**src/rtl/tcet_pkg.sv**
```systemverilog
// ----------------------------------------------------------------------------
// Tracker cell transcoder package
// Transaction types, event kind codes, sequencer states and the tempo table
// used by the transcoder; its checker uses the event type and kind codes.
// ----------------------------------------------------------------------------
package tcet_pkg;

  typedef struct packed {
    logic [8:0] row_tick;
    logic [8:0] break_row;
    logic       first_channel;
    logic       track_start;
    logic [7:0] note_number;
    logic [7:0] instrument_number;
    logic [7:0] volume_level;
    logic [7:0] effect_byte;
  } cell_in_t;

  typedef struct packed {
    logic [7:0] event_tick;
    logic [3:0] event_kind;
    logic [7:0] note_code;
    logic [7:0] event_value;
    logic       last_event;
  } event_out_t;

  typedef enum logic [3:0] {
    KIND_NOTE      = 4'd0,
    KIND_INSTR     = 4'd1,
    KIND_BEND_TGT  = 4'd2,
    KIND_VOLUME    = 4'd3,
    KIND_BEND      = 4'd4,
    KIND_RETRIG    = 4'd5,
    KIND_PAN       = 4'd6,
    KIND_EXT_TEMPO = 4'd7,
    KIND_SPEED     = 4'd8,
    KIND_BREAK     = 4'd9
  } event_kind_t;

  typedef enum logic [3:0] {
    CMD_BEND_DOWN = 4'h1,
    CMD_BEND_UP   = 4'h2,
    CMD_PORTA     = 4'h3,
    CMD_RETRIG    = 4'h4,
    CMD_PAN       = 4'hB,
    CMD_TEMPO     = 4'hF
  } effect_cmd_t;

  typedef enum logic {
    ST_IDLE,
    ST_EMIT
  } seq_state_t;

  // Event slots in emission order.
  localparam int unsigned SLOT_BREAK  = 0;
  localparam int unsigned SLOT_INSTR  = 1;
  localparam int unsigned SLOT_TARGET = 2;
  localparam int unsigned SLOT_NOTE   = 3;
  localparam int unsigned SLOT_EFFECT = 4;
  localparam int unsigned SLOT_SPEED  = 5;
  localparam int unsigned NUM_SLOTS   = 6;

  localparam logic [7:0] INSTR_NONE  = 8'hF0;
  localparam logic [7:0] NOTE_OFFSET = 8'd47;
  localparam logic [7:0] VOL_NONE    = 8'hFF;
  localparam logic [8:0] TICK_NOBRK  = 9'd255;
  localparam logic [5:0] SPEED_MUL   = 6'd50;

  // Extended tempo for each effect data nibble.
  function automatic logic [7:0] tempo_lookup(input logic [3:0] data);
    logic [7:0] t;
    unique case (data)
      4'd0:    t = 8'd125;
      4'd1:    t = 8'd90;
      4'd2:    t = 8'd122;
      4'd3:    t = 8'd108;
      4'd4:    t = 8'd121;
      4'd5:    t = 8'd113;
      4'd6:    t = 8'd121;
      4'd7:    t = 8'd114;
      4'd8:    t = 8'd120;
      default: t = 8'd125;
    endcase
    return t;
  endfunction

endpackage

```
**src/rtl/tracker_cell_to_event_transcoder.sv**
```systemverilog
// ----------------------------------------------------------------------------
// Tracker cell to event transcoder
// Turns one four-byte pattern cell into an ordered run of track events and
// tracks the current instrument of the track.
// ----------------------------------------------------------------------------
//  Channel  Ports                          Direction  Payload
//  cell     in_valid / in_ready / in_data  input      tcet_pkg::cell_in_t
//  event    out_valid / out_ready/out_data output     tcet_pkg::event_out_t
//
//  A cell is taken only in the idle state and its event slots are latched as a mask.
//  A single event builder then emits one event per cycle while the output
//  register is free, lowest slot first; no new cell is taken until the last
//  event is emitted, and a cell with no events returns straight to idle.
//  A stalled output register holds the sequencer in place.
//  rst_n clears the sequencer and the output valid and sets the current instrument to INSTR_NONE.
// ----------------------------------------------------------------------------
module tracker_cell_to_event_transcoder (
  input  logic                 clk,
  input  logic                 rst_n,
  input  logic                 in_valid,
  output logic                 in_ready,
  input  tcet_pkg::cell_in_t   in_data,
  output logic                 out_valid,
  input  logic                 out_ready,
  output tcet_pkg::event_out_t out_data
);

  localparam int unsigned NS = tcet_pkg::NUM_SLOTS;

  tcet_pkg::seq_state_t state_r, state_nxt;
  logic [NS-1:0]        mask_r, mask_nxt;
  logic [7:0]           cur_instr_r, cur_instr_nxt;
  tcet_pkg::cell_in_t   cell_r;
  logic                 out_valid_r, out_valid_nxt;
  tcet_pkg::event_out_t out_data_r, out_data_nxt;

  logic                 in_fire;
  logic                 out_free;
  logic                 emit;
  logic [7:0]           eff_instr;
  logic                 has_note;
  logic                 has_vol;
  logic [3:0]           cmd_in;
  logic [NS-1:0]        slots_in;
  logic [NS-1:0]        pick;
  logic [3:0]           cmd;
  logic [3:0]           data;
  logic [7:0]           vol4;
  logic [9:0]           speed_prod;
  tcet_pkg::event_out_t ev;

  assign in_ready = (state_r == tcet_pkg::ST_IDLE);
  assign in_fire  = in_valid && in_ready;
  assign out_free = !out_valid_r || out_ready;
  assign emit     = (state_r == tcet_pkg::ST_EMIT) && (mask_r != '0) && out_free;

  // Slot decode of the incoming cell.
  always_comb begin
    eff_instr = in_data.track_start ? tcet_pkg::INSTR_NONE : cur_instr_r;
    has_note  = (in_data.note_number != 8'd0);
    has_vol   = (in_data.volume_level != 8'd0) &&
                (in_data.volume_level != tcet_pkg::VOL_NONE);
    cmd_in    = in_data.effect_byte[7:4];
    slots_in  = '0;
    slots_in[tcet_pkg::SLOT_BREAK]  = (in_data.row_tick == in_data.break_row) &&
                                      in_data.first_channel &&
                                      (in_data.row_tick != tcet_pkg::TICK_NOBRK);
    slots_in[tcet_pkg::SLOT_INSTR]  = has_note &&
                                      (in_data.instrument_number != eff_instr);
    slots_in[tcet_pkg::SLOT_TARGET] = (cmd_in == tcet_pkg::CMD_PORTA);
    slots_in[tcet_pkg::SLOT_NOTE]   = has_note || has_vol;
    slots_in[tcet_pkg::SLOT_EFFECT] = (cmd_in == tcet_pkg::CMD_BEND_DOWN) ||
                                      (cmd_in == tcet_pkg::CMD_BEND_UP) ||
                                      (cmd_in == tcet_pkg::CMD_RETRIG) ||
                                      (cmd_in == tcet_pkg::CMD_PAN) ||
                                      (cmd_in == tcet_pkg::CMD_TEMPO);
    slots_in[tcet_pkg::SLOT_SPEED]  = (cmd_in == tcet_pkg::CMD_TEMPO);
  end

  // Shared event builder: one slot per cycle, while the output is free, from the latched cell.
  always_comb begin
    pick       = mask_r & (~mask_r + {{(NS-1){1'b0}}, 1'b1});
    cmd        = cell_r.effect_byte[7:4];
    data       = cell_r.effect_byte[3:0];
    vol4       = {cell_r.volume_level[5:0], 2'b00};
    speed_prod = {6'd0, data} * {4'd0, tcet_pkg::SPEED_MUL};
    ev             = '0;
    ev.event_tick  = cell_r.row_tick[7:0];
    ev.last_event  = ((mask_r & ~pick) == '0);
    priority if (pick[tcet_pkg::SLOT_BREAK]) begin
      ev.event_kind = tcet_pkg::KIND_BREAK;
    end else if (pick[tcet_pkg::SLOT_INSTR]) begin
      ev.event_kind  = tcet_pkg::KIND_INSTR;
      ev.event_value = cell_r.instrument_number;
    end else if (pick[tcet_pkg::SLOT_TARGET]) begin
      ev.event_kind  = tcet_pkg::KIND_BEND_TGT;
      ev.event_value = {4'd0, data};
    end else if (pick[tcet_pkg::SLOT_NOTE]) begin
      if (cell_r.note_number != 8'd0) begin
        ev.event_kind  = tcet_pkg::KIND_NOTE;
        ev.note_code   = cell_r.note_number + tcet_pkg::NOTE_OFFSET;
        ev.event_value = ((cell_r.volume_level != 8'd0) &&
                          (cell_r.volume_level != tcet_pkg::VOL_NONE)) ?
                         vol4 : tcet_pkg::VOL_NONE;
      end else begin
        ev.event_kind  = tcet_pkg::KIND_VOLUME;
        ev.event_value = vol4;
      end
    end else if (pick[tcet_pkg::SLOT_EFFECT]) begin
      unique case (cmd)
        tcet_pkg::CMD_BEND_DOWN: begin
          ev.event_kind  = tcet_pkg::KIND_BEND;
          ev.event_value = 8'd0 - {4'd0, data};
        end
        tcet_pkg::CMD_BEND_UP: begin
          ev.event_kind  = tcet_pkg::KIND_BEND;
          ev.event_value = {4'd0, data};
        end
        tcet_pkg::CMD_RETRIG: begin
          ev.event_kind  = tcet_pkg::KIND_RETRIG;
          ev.event_value = {4'd0, data};
        end
        tcet_pkg::CMD_PAN: begin
          ev.event_kind = tcet_pkg::KIND_PAN;
          // Nine steps per nibble either side of the two center codes.
          if (data < 4'd7) begin
            ev.event_value = 8'd0 - ({4'd0, 4'd7 - data} * 8'd9);
          end else if (data > 4'd8) begin
            ev.event_value = {4'd0, data - 4'd8} * 8'd9;
          end else begin
            ev.event_value = 8'd0;
          end
        end
        default: begin
          ev.event_kind  = tcet_pkg::KIND_EXT_TEMPO;
          ev.event_value = tcet_pkg::tempo_lookup(data);
        end
      endcase
    end else begin
      ev.event_kind  = tcet_pkg::KIND_SPEED;
      ev.event_value = {3'd0, speed_prod[9:5]};
    end
  end

  // Next state.
  always_comb begin
    state_nxt = state_r;
    unique case (state_r)
      tcet_pkg::ST_IDLE: begin
        if (in_fire) begin
          state_nxt = tcet_pkg::ST_EMIT;
        end
      end
      tcet_pkg::ST_EMIT: begin
        if ((mask_r == '0) || (emit && ((mask_r & ~pick) == '0))) begin
          state_nxt = tcet_pkg::ST_IDLE;
        end
      end
      default: state_nxt = tcet_pkg::ST_IDLE;
    endcase
  end

  // Datapath and output updates.
  always_comb begin
    mask_nxt      = mask_r;
    cur_instr_nxt = cur_instr_r;
    out_valid_nxt = out_valid_r;
    out_data_nxt  = out_data_r;
    if (out_valid_r && out_ready) begin
      out_valid_nxt = 1'b0;
    end
    unique case (state_r)
      tcet_pkg::ST_IDLE: begin
        if (in_fire) begin
          mask_nxt      = slots_in;
          cur_instr_nxt = has_note ? in_data.instrument_number : eff_instr;
        end
      end
      tcet_pkg::ST_EMIT: begin
        if (emit) begin
          mask_nxt      = mask_r & ~pick;
          out_valid_nxt = 1'b1;
          out_data_nxt  = ev;
        end
      end
      default: ;
    endcase
  end

  always_ff @(posedge clk) begin
    if (!rst_n) begin
      state_r     <= tcet_pkg::ST_IDLE;
      mask_r      <= '0;
      cur_instr_r <= tcet_pkg::INSTR_NONE;
      out_valid_r <= 1'b0;
    end else begin
      state_r     <= state_nxt;
      mask_r      <= mask_nxt;
      cur_instr_r <= cur_instr_nxt;
      out_valid_r <= out_valid_nxt;
    end
  end

  always_ff @(posedge clk) begin
    if (in_fire) begin
      cell_r <= in_data;
    end
    out_data_r <= out_data_nxt;
  end

  assign out_valid = out_valid_r;
  assign out_data  = out_data_r;

endmodule

```
**config.mk**
```make
export PLATFORM = sky130hd
export DESIGN_NAME = tracker_cell_to_event_transcoder
export DESIGN_NICKNAME = d
export VERILOG_FILES = /design/src/rtl/tcet_pkg.sv /design/src/rtl/tracker_cell_to_event_transcoder.sv
export SDC_FILE = /design/constraint.sdc
export NUM_CORES = 1
export LEC_CHECK = 0
export BUFFER_PORTS_ARGS = -buffer_cell sky130_fd_sc_hd__buf_4
export CORE_UTILIZATION = 56
export DETAILED_ROUTE_END_ITERATION = 12
export HOLD_SLACK_MARGIN = 0.06
export PLACE_DENSITY = 0.79
export REMOVE_ABC_BUFFERS = 1
export SLEW_MARGIN = 20
export SYNTH_ARGS = -nofsm -noshare
export SYNTH_HDL_FRONTEND = slang
export SYNTH_SLANG_ARGS = --single-unit
```
**constraint.sdc**
```tcl
create_clock -name clk -period 4 [get_ports clk]
set_input_delay 0.4 -clock clk [delete_from_list [all_inputs] [get_ports clk]]
set_output_delay 0.4 -clock clk [all_outputs]
set_load 0.01 [all_outputs]
```
==> impl_metrics.tcl, run 1 <==
set metrics [dict create \
    status "finished clean" \
    skew_ns 0.00991 \
    worstSetupStartpointType "register" \
    rsz0062_at_grt "no" \
    post_cts_buffers 0 \
    cts_hold_buf 0 \
    syn_inst 458 \
    place_congestion 0.898 \
    route.antenna.remaining_nets 0 \
    max_freq_mhz 345 \
    setup_viol 0 \
    grt_pass1_vias 3645 \
    p_leak_nw 2.22 \
    io_buffers 86 \
    dieHeight_um 95.3 \
    fp.coreArea_um2 8300 \
    path_max_fanout 8 \
    dp_slack_ns 1.12 \
    final_cell_mix "buf_4, edfxtp_1, nor2_1" \
    dieArea_um2 9080 \
    required_ns 4.12 \
    ir_drop_uv 190 \
    cts_max_level 3 \
    design_area_um2 5800 \
    synth_cell_types 59 \
    via_per_inst 5.98 \
    maxSlewViolCount 0 \
    grtUsageTotal_pct 26.2 \
    synth_warnings 0 \
    wire_per_inst_um 17.2 \
    drtIter0Drc 416 \
    synth_top_area_share_pct 42.5 \
    antenna_found_initial 0 \
    drc 0 \
    multiInputGateArea_um2 2210 \
    place_area_um2 5610 \
    start_util_pct 58.7 \
    worstPathArrival_ns 3.02 \
    clock_latency_ns 0.37 \
    drv_cap 0 \
    power_density_nw_per_um2 359 \
    async_flop_share_pct 0 \
    hp-start "in_data[24]" \
    holdWs_ns 0.210 \
    synth_edf_count 69 \
    cts_root_buffer "clkbuf_8" \
    n_antenna_cell 0 \
    layout_commonest_cell "buf_4" \
    cp-startpoint "cell_r[0]$_DFFE_PP_" \
    fin_ws_ns 1.10 \
    cts_max_path_buffers 2 \
    areaGrowthSynthToFinish_pct 18.9 \
    synth_area_um2 4870 \
    hold_viol_final 0 \
    clk_transition_reported_paths_ns 0.10 \
    drt_first_pass_iters 5 \
    io_pins 87 \
    slew_headroom_pct 56.3 \
    criticalPathCategory "reg -> reg" \
    vias 3914 \
    grt_pass1_wl_um 17800 \
    layout-drive-gt1-share_pct 20.8 \
    rows 33 \
    synth_seq_area_share_pct 51.6 \
    ys.flop_type "edfxtp_1" \
    worst_pin_slew_ns 0.649 \
    seq_area_um2 2510 \
    period_share_pct 72.5 \
    post_cts_resize_count 0 \
    overflow 0 \
    cts_tree "done" \
    yosysTopAreaCell "edfxtp_1" \
    hpwl_um 8500 \
    syn_avg_cell_area_um2 10.6 \
    end_kind "register" \
    finalWirelength_um 11200 \
    rr_startpoint "cell_r[0]$_DFFE_PP_" \
    cts_sinks 91 \
    utilization_pct 69.8 \
    fp.dieW_um 95.3 \
    ys_ff_latch 91 \
    nFillCells 633 \
    min_path_type "in -> reg" \
    cts_buffers 9 \
    finalCriticalPeriod_ns 2.90 \
    synthTopCellsByArea "edfxtp_1, dfxtp_1, ha_1, xnor2_1, a21oi_1" \
    layout.nets 629 \
    grt_max_degree 34 \
]
layer usage:
| metal | GRT usage, % | vias up | wire [um] |
|---|---|---|---|
| li1 | - | 1883 | - |
| met1 | 35.5 | 1837 | 4660 |
| met2 | 41.0 | 169 | 5460 |
| met3 | 5.90 | 25 | 864 |
| met4 | 9.60 | 0 | 258 |
| met5 | 0 | - | 0 |
worst paths after layout:
path         slack (ns)  cells after the start                         to
max reg2reg        1.10                     12  out_data[5]$_SDFFCE_PP0P_
min reg2reg        0.43                      0     out_data[23]$_DFFE_PP_
min                0.21                      1       cell_r[24]$_DFFE_PP_
max                1.10                     12  out_data[5]$_SDFFCE_PP0P_
per-stage QoR:
stage	instances	setup TNS [ns]	power [mW]
after floorplan	445	-0.582	1.36
after global placement	638	0	1.49
after detailed placement	638	0	1.50
after CTS	654	0	2.08
after global routing	654	0	2.17
final	654	0	2.08
synthesized netlist by cell type, types with 2 or more instances:
cell and instances:
a211oi_1 3, a21boi_0 6, a21o_1 3, a21oi_1 30
a221oi_1 2, a22oi_1 10, a31oi_1 10, and2_1 4
and3_1 3, clkbuf_1 9, dfxtp_1 22, edfxtp_1 69
ha_1 28, inv_1 27, nand2_1 31, nand2b_1 3
nand3_1 9, nand4_1 8, nor2_1 37, nor2b_1 12
nor3_1 12, nor3b_1 3, nor4_1 11, nor4b_1 2
o211ai_1 4, o21a_1 5, o21ai_0 24, o221ai_1 2
o22ai_1 6, o311ai_0 3, o31ai_1 2, o32ai_1 3
xnor2_1 23, xor2_1 7
critical path, cell delays in order, from the launching register on:
cell,delay [ns]
edfxtp_1,0.54
inv_1,0.22
ha_1,0.19
inv_1,0.05
ha_1,0.31
inv_1,0.05
ha_1,0.31
o21a_1,0.11
o21ai_0,0.16
a21oi_1,0.09
a2111o_1,0.40
a21oi_1,0.15
o21ai_1,0.07
state kept, by name, summed over array words and instances, names as in the netlist, named ones only:
| signal | cells |
|---|---|
| cur_instr_r | 8 |
| out_valid | 1 |
| out_data | 29 |
| state_r | 1 |
| mask_r | 6 |
| cell_r | 40 |
area by class of cell:
| cell class | count | area share [%] |
|---|---|---|
| sequential | 91 | 43.3 |
| multi-input combinational | 327 | 38.1 |
| timing repair buffer | 88 | 11.4 |
| tap | 105 | 2.27 |
| clock buffer | 9 | 2.14 |
| inverter | 27 | 1.75 |
| clock inverter | 7 | 1.04 |
where the power goes:
part           internal, mW  switching [mW]
registers              1.08          0.0462
logic                 0.165           0.199
clock network         0.235           0.355
kinds of logic after synthesis:
group	count (synthesis)	share of synthesized area, %
flip-flops	91	51.6
buffers and inverters	40	3.36
adder cells (fa/ha/maj)	30	7.80
multiplexers	1	0.205
AND/OR/NAND/NOR	143	15.0
XOR/XNOR	30	5.39
AO/OA/AOI/OAI	123	16.7
(Power assumes the default switching activity.)
==> inputs of run 2 (changes only) <==
ABC_AREA = 1   (was default)
CORE_UTILIZATION = 57   (was 56)
PLACE_DENSITY = 0.8   (was 0.79)
clock period = 2.9 ns   (was 4 ns; I/O delays follow)
==> run 2 against run 1 <==
Cell area up 4.2%. Hold slack worse by 0.12 ns. Wire length rose by 4.5%. Cell count grew 19%. Clock power is 54% higher. Combinational power grew 91%. Critical endpoint is now out_data[7]$_SDFFCE_PP0P_. Largest power group unchanged. Highest routed layer unchanged.
==> impl_metrics.tcl, run 2 <==
set metrics [dict create \
    clkPwrFrac_pct 28.5 \
    fp.dieW_um 95.9 \
    wire_per_inst_um 15.0 \
    synthTopCellsByArea "edfxtp_1, nand2_1, dfxtp_1, ha_1, inv_1" \
    async_flop_share_pct 0 \
    path_buf_inv 3 \
    hold_viol_final 0 \
    cts_tree "done" \
    synth_area_um2 5030 \
    maxSlewViolCount 0 \
    grtUsageTotal_pct 27.4 \
    slew_headroom_pct 57.4 \
    route.antenna.remaining_nets 0 \
    finalNonFillerCells 781 \
    rsz0062_at_grt "no" \
    synth_top_area_share_pct 41.2 \
    worst_path_most_repeated_cell "nand2_1" \
    worst-r2r-setup-slack_ns 0.39 \
    crit_slowest_cell "edfxtp_1" \
    cts_sinks 91 \
    synthTopCellsByCount "nand2_1, inv_1, edfxtp_1" \
    cts_max_level 3 \
    ir_drop_uv 487 \
    p_leak_nw 2.79 \
    r2r.worst_path.cells 16 \
    synth_seq_area_share_pct 50.0 \
    areaGrowthSynthToFinish_pct 20.1 \
    post_cts_buffers 0 \
    synth_cell_types 39 \
    p_sw_share_pct 30.3 \
    path_max_fanout 6 \
    layout-drive-gt1-share_pct 19.4 \
    ys_ff_latch 91 \
    crit_end "out_data[7]$_SDFFCE_PP0P_" \
    setup_viol 0 \
    min_path_type "in -> reg" \
    worstPathArrival_ns 2.64 \
    vias 4240 \
    pwr-share-comb_pct 21.8 \
    yosysMostFrequentCell "nand2_1" \
    start_util_pct 60.0 \
    holdWs_ns 0.0936 \
    grt_max_degree 29 \
    seqPwrFrac_pct 49.7 \
    syn_inst 570 \
    cts_root_buffer "clkbuf_8" \
    finalSetupTns_ns 0 \
    place_area_um2 5810 \
    largest_register_ffs 40 \
    fp.coreArea_um2 8380 \
    layout.nets 756 \
    max_freq_mhz 399 \
    final_cell_mix "nand2_1, buf_4, inv_1" \
    r2r_end "out_data[7]$_SDFFCE_PP0P_" \
    p_int_mw 2.22 \
    criticalPathCategory "reg -> reg" \
    finalWirelength_um 11800 \
    status "finished clean" \
    yosysTopAreaCell "edfxtp_1" \
    worstSetupStartpointType "register" \
    io_buffers 86 \
    cts_hold_buf 0 \
    slowest_delay_ns 0.44 \
    ys.flop_type "edfxtp_1" \
    finalCriticalPeriod_ns 2.51 \
    drt_first_pass_iters 5 \
    synth_edf_count 69 \
    n_antenna_cell 0 \
    io_pins 87 \
    place_congestion 0.874 \
    hpwl_um 9160 \
    cts_max_path_buffers 2 \
    required_ns 3.04 \
    path_delay_family "adder cells" \
    post_cts_resize_count 0 \
    layout_commonest_cell "nand2_1" \
    worst_pin_slew_ns 0.636 \
    via_per_inst 5.43 \
    dieHeight_um 95.9 \
    p_switching_mw 0.967 \
    rr_startpoint "cell_r[0]$_DFFE_PP_" \
    grt_pass1_wl_um 18800 \
    power_density_nw_per_um2 528 \
    design_area_um2 6040 \
    skew_ns 0.0121 \
    cts_buffers 9 \
    clock_latency_ns 0.37 \
    period_share_pct 86.5 \
    utilization_pct 72.0 \
    largest-register "cell_r" \
    cp-startpoint "cell_r[0]$_DFFE_PP_" \
    synth_warnings 0 \
    dieArea_um2 9200 \
    end_kind "register" \
    antenna_found_initial 0 \
    drv_cap 0 \
    cp.depth 16 \
    drc 0 \
    dp.cells 762 \
    syn_avg_cell_area_um2 8.82 \
    overflow 0 \
    clk_transition_reported_paths_ns 0.10 \
    grt_pass1_vias 4039 \
    drtIter0Drc 265 \
    path_cells "inv_1 > ha_1 > inv_1 > ha_1 > inv_1 > ha_1 > nor2_1 > nand2_1 > nand4_1 > nand3_1 > nand2_1 > nand2_1 > nand2_1 > nand2_1 > nand2_1 > nand2_1" \
    rows 33 \
]
[run 2: cell count changes in the layout (fill, tap and decap cells not counted), sizes merged, moves of 7 or more]
cell / delta
nand3: +23
nand2: +117
nor2: +10
xnor2: -11
a21boi: -7
nand4: +7
nor4: -8
nor3: -7
inv: +59
buf: +7
a31oi: -7
nor2b: -12
a22oi: -10
[run 2: logic make-up (layout without fill, tap and decap cells)]
logic type / count (synthesis) / in the layout / synth area share [%]
AO/OA/AOI/OAI: 81 / 81 / 9.01
XOR/XNOR: 19 / 19 / 3.31
AND/OR/NAND/NOR: 259 / 259 / 23.1
buffers and inverters: 91 / 197 / 7.27
adder cells (fa/ha/maj): 29 / 29 / 7.37
flip-flops: 91 / 91 / 50.0
[run 2: how the worst min path moves through the flow]
stage,from,end,slack [ns],cells after the start
2_1_floorplan,in_data[0],cell_r[0]$_DFFE_PP_,0.39,0
3_3_place_gp,cell_r[47]$_DFFE_PP_,out_data[25]$_DFFE_PP_,0.40,0
3_5_place_dp,cell_r[44]$_DFFE_PP_,out_data[22]$_DFFE_PP_,0.41,0
4_1_cts,in_data[28],cell_r[28]$_DFFE_PP_,0.08,1
5_1_grt,in_data[31],cell_r[31]$_DFFE_PP_,0.08,1
6_report,in_data[28],cell_r[28]$_DFFE_PP_,0.09,1
[run 2: per-layer routing]
metal  up-vias  part of all wire, %  routed length (um)  track usage, %
met1      1963                   42                4910            33.3
met5         -                    0                   0               0
met3        27                  5.2                 610            5.13
met2       142                   51                5940            47.9
met4         0                  2.5                 291            11.2
li1       2108                    -                   -               -
[run 2: power by group through the flow]
stage / sequential (mW) / clock, mW / combinational (mW)
6_report: 1.58 / 0.907 / 0.696
5_1_grt: 1.60 / 0.956 / 0.778
4_1_cts: 1.59 / 0.911 / 0.689
3_5_place_dp: 1.62 / 0 / 0.684
3_3_place_gp: 1.61 / 0 / 0.662
2_1_floorplan: 1.62 / 0 / 0.408
[run 2: cell type report]
type                       instances  area [um2]
sequential                        91        2510
fill                             636        2340
multi-input combinational        388        2150
timing repair buffer              95         713
inverter                          86         325
tap                              105         131
clock buffer                       9         124
clock inverter                     7        81.3
[run 2: through the flow]
stage | power (mW) | worst slack, ns
after floorplan | 2.03 | 0.563
after global placement | 2.27 | 0.422
after detailed placement | 2.30 | 0.286
after CTS | 3.19 | 0.287
after global routing | 3.33 | 0.130
final | 3.19 | 0.391
==> inputs of run 3 (changes only) <==
clock period = 2.55 ns   (was 2.9 ns; I/O delays follow)
==> run 3 against run 2 <==
Sequential share of layout area fell by 0.27 points. Power rose by 11%. Highest routed layer unchanged. Largest power group unchanged. Sequential cell count did not move. Hold slack got worse by 0.030 ns.
==> impl_metrics.tcl, run 3 (synthesis results as in run 2) <==
set metrics [dict create \
    drc 0 \
    clock_latency_ns 0.37 \
    multiInputGateArea_um2 2160 \
    holdWs_ns 0.0632 \
    hp-start "in_data[1]" \
    maxSlewViolCount 0 \
    clk_transition_reported_paths_ns 0.11 \
    dp_slack_ns 0.0804 \
    slowest_delay_ns 0.41 \
    rr_startpoint "cell_r[0]$_DFFE_PP_" \
    worstSetupStartpointType "register" \
    worstPathArrival_ns 2.50 \
    grt_pass1_wl_um 18200 \
    cp-startpoint "cell_r[0]$_DFFE_PP_" \
    status "finished clean" \
    final_cell_mix "nand2_1, buf_4, inv_1" \
    route.antenna.remaining_nets 0 \
    via_per_inst 5.43 \
    cts_max_level 3 \
    antenna_found_initial 0 \
    layout_commonest_cell "nand2_1" \
    skew_ns 0.0183 \
    design_area_um2 6080 \
    cts_sinks 91 \
    cts_root_buffer "clkbuf_8" \
    required_ns 2.68 \
    worst_path_most_repeated_cell "nand2_1" \
    max_freq_mhz 421 \
    finalCriticalPeriod_ns 2.37 \
    hold_viol_final 0 \
    drt_first_pass_iters 5 \
    dieArea_um2 9200 \
    fp.coreArea_um2 8380 \
    drv_cap 0 \
    end_kind "register" \
    finalPower_mw 3.55 \
    path_cells "inv_2 > ha_1 > inv_1 > ha_4 > inv_1 > ha_1 > nand3_1 > nand2_1 > nand2_1 > nand3_1 > nand2_1 > nand2_1 > nand2_1 > nand2_1 > nand2_1 > nand2_1 > nand2_1" \
    cts_tree "done" \
    cts_max_path_buffers 2 \
    largest-register "cell_r" \
    drtIter0Drc 232 \
    utilization_pct 72.5 \
    grtUsageTotal_pct 26.3 \
    overflow 0 \
    io_buffers 86 \
    largest_register_ffs 40 \
    min_path_cells 1 \
    finalWirelength_um 11500 \
    seq_area_um2 2510 \
    nFillCells 635 \
    n_antenna_cell 0 \
    io_pins 87 \
    hpwl_um 8930 \
    worst_pin_slew_ns 0.650 \
    place_area_um2 5850 \
    r2r.worst_path.cells 17 \
    fin_ws_ns 0.177 \
    vias 4263 \
    layout-drive-gt1-share_pct 19.9 \
    setup_viol 0 \
    grt_pass1_vias 4050 \
    power_density_nw_per_um2 584 \
    period_share_pct 93.1 \
    start_util_pct 60.0 \
    cts_buffers 9 \
    areaGrowthSynthToFinish_pct 20.9 \
    ir_drop_uv 443 \
    rows 33 \
    p_leak_nw 2.80 \
    fp.dieW_um 95.9 \
    grt_max_degree 29 \
    path_max_fanout 4 \
    criticalPathCategory "reg -> reg" \
    dieHeight_um 95.9 \
    place_congestion 0.878 \
    min_path_type "in -> reg" \
    crit_slowest_cell "edfxtp_1" \
    wire_per_inst_um 14.6 \
    slew_headroom_pct 56.5 \
    layout.nets 760 \
]
[run 3: cell count changes in the layout (fill, tap and decap cells not counted)]
| cell | previous run | this run |
|---|---|---|
| clkinv_8 | 0 | 1 |
| inv_2 | 3 | 4 |
| inv_1 | 81 | 80 |
| bufinv_16 | 1 | 0 |
| ha_4 | 0 | 1 |
| inv_8 | 2 | 1 |
| ha_1 | 28 | 27 |
| buf_4 | 95 | 96 |
| dlygate4sd3_1 | 0 | 2 |
| buf_12 | 0 | 1 |
| clkinv_2 | 2 | 3 |
[run 3: timing repair]
| action | in CTS | in global routing |
|---|---|---|
| buffers inserted | 0 | 1 |
| gates resized for setup | 0 | 2 |
| hold buffers | 0 | 2 |
| setup endpoints to repair | 0 | 3 |
| hold endpoints to repair | 0 | 2 |
[run 3: area by class of cell]
type                            count  area share (%)
Sequential cell                    91            41.3
Multi-Input combinational cell    388            35.6
Timing Repair Buffer               99            12.5
Inverter                           86            5.35
Tap cell                          105            2.16
Clock buffer                        9            2.04
Clock inverter                      7            1.01
[run 3: final timing paths]
path,endpoint,slack (ns)
worst max-delay path,out_data[5]$_SDFFCE_PP0P_,0.18
worst max register to register,out_data[5]$_SDFFCE_PP0P_,0.18
worst min-delay path,cell_r[1]$_DFFE_PP_,0.06
worst min register to register,out_data[27]$_DFFE_PP_,0.42
[run 3: layer usage]
metal,GRT usage [%],vias to the layer above,routed length [um]
li1,-,2108,-
met1,31.8,1988,4780
met2,46.1,139,5810
met3,4.98,28,600
met4,10.8,0,307
met5,0,-,0
[run 3: critical path: cells and delay by family (launching register included)]
family | cells | cell delay (ns)
and+or+nand+nor | 11 | 0.70
DFF | 1 | 0.41
buffers and inverters | 3 | 0.23
adders and majority gates | 3 | 0.79
[run 3: where the power goes]
| group | total [mW] | internal, mW | switching, mW |
|---|---|---|---|
| clock network | 0.937 | 0.372 | 0.566 |
| registers | 1.80 | 1.74 | 0.0572 |
| logic | 0.813 | 0.327 | 0.485 |
| total | 3.55 | 2.44 | 1.11 |
[run 3: metrics by stage]
step | setup TNS (ns) | instances
finish | 0 | 785
global route | -0.0177 | 785
CTS | 0 | 782
detailed placement | 0 | 766
global placement | 0 | 766
floorplan | 0 | 565
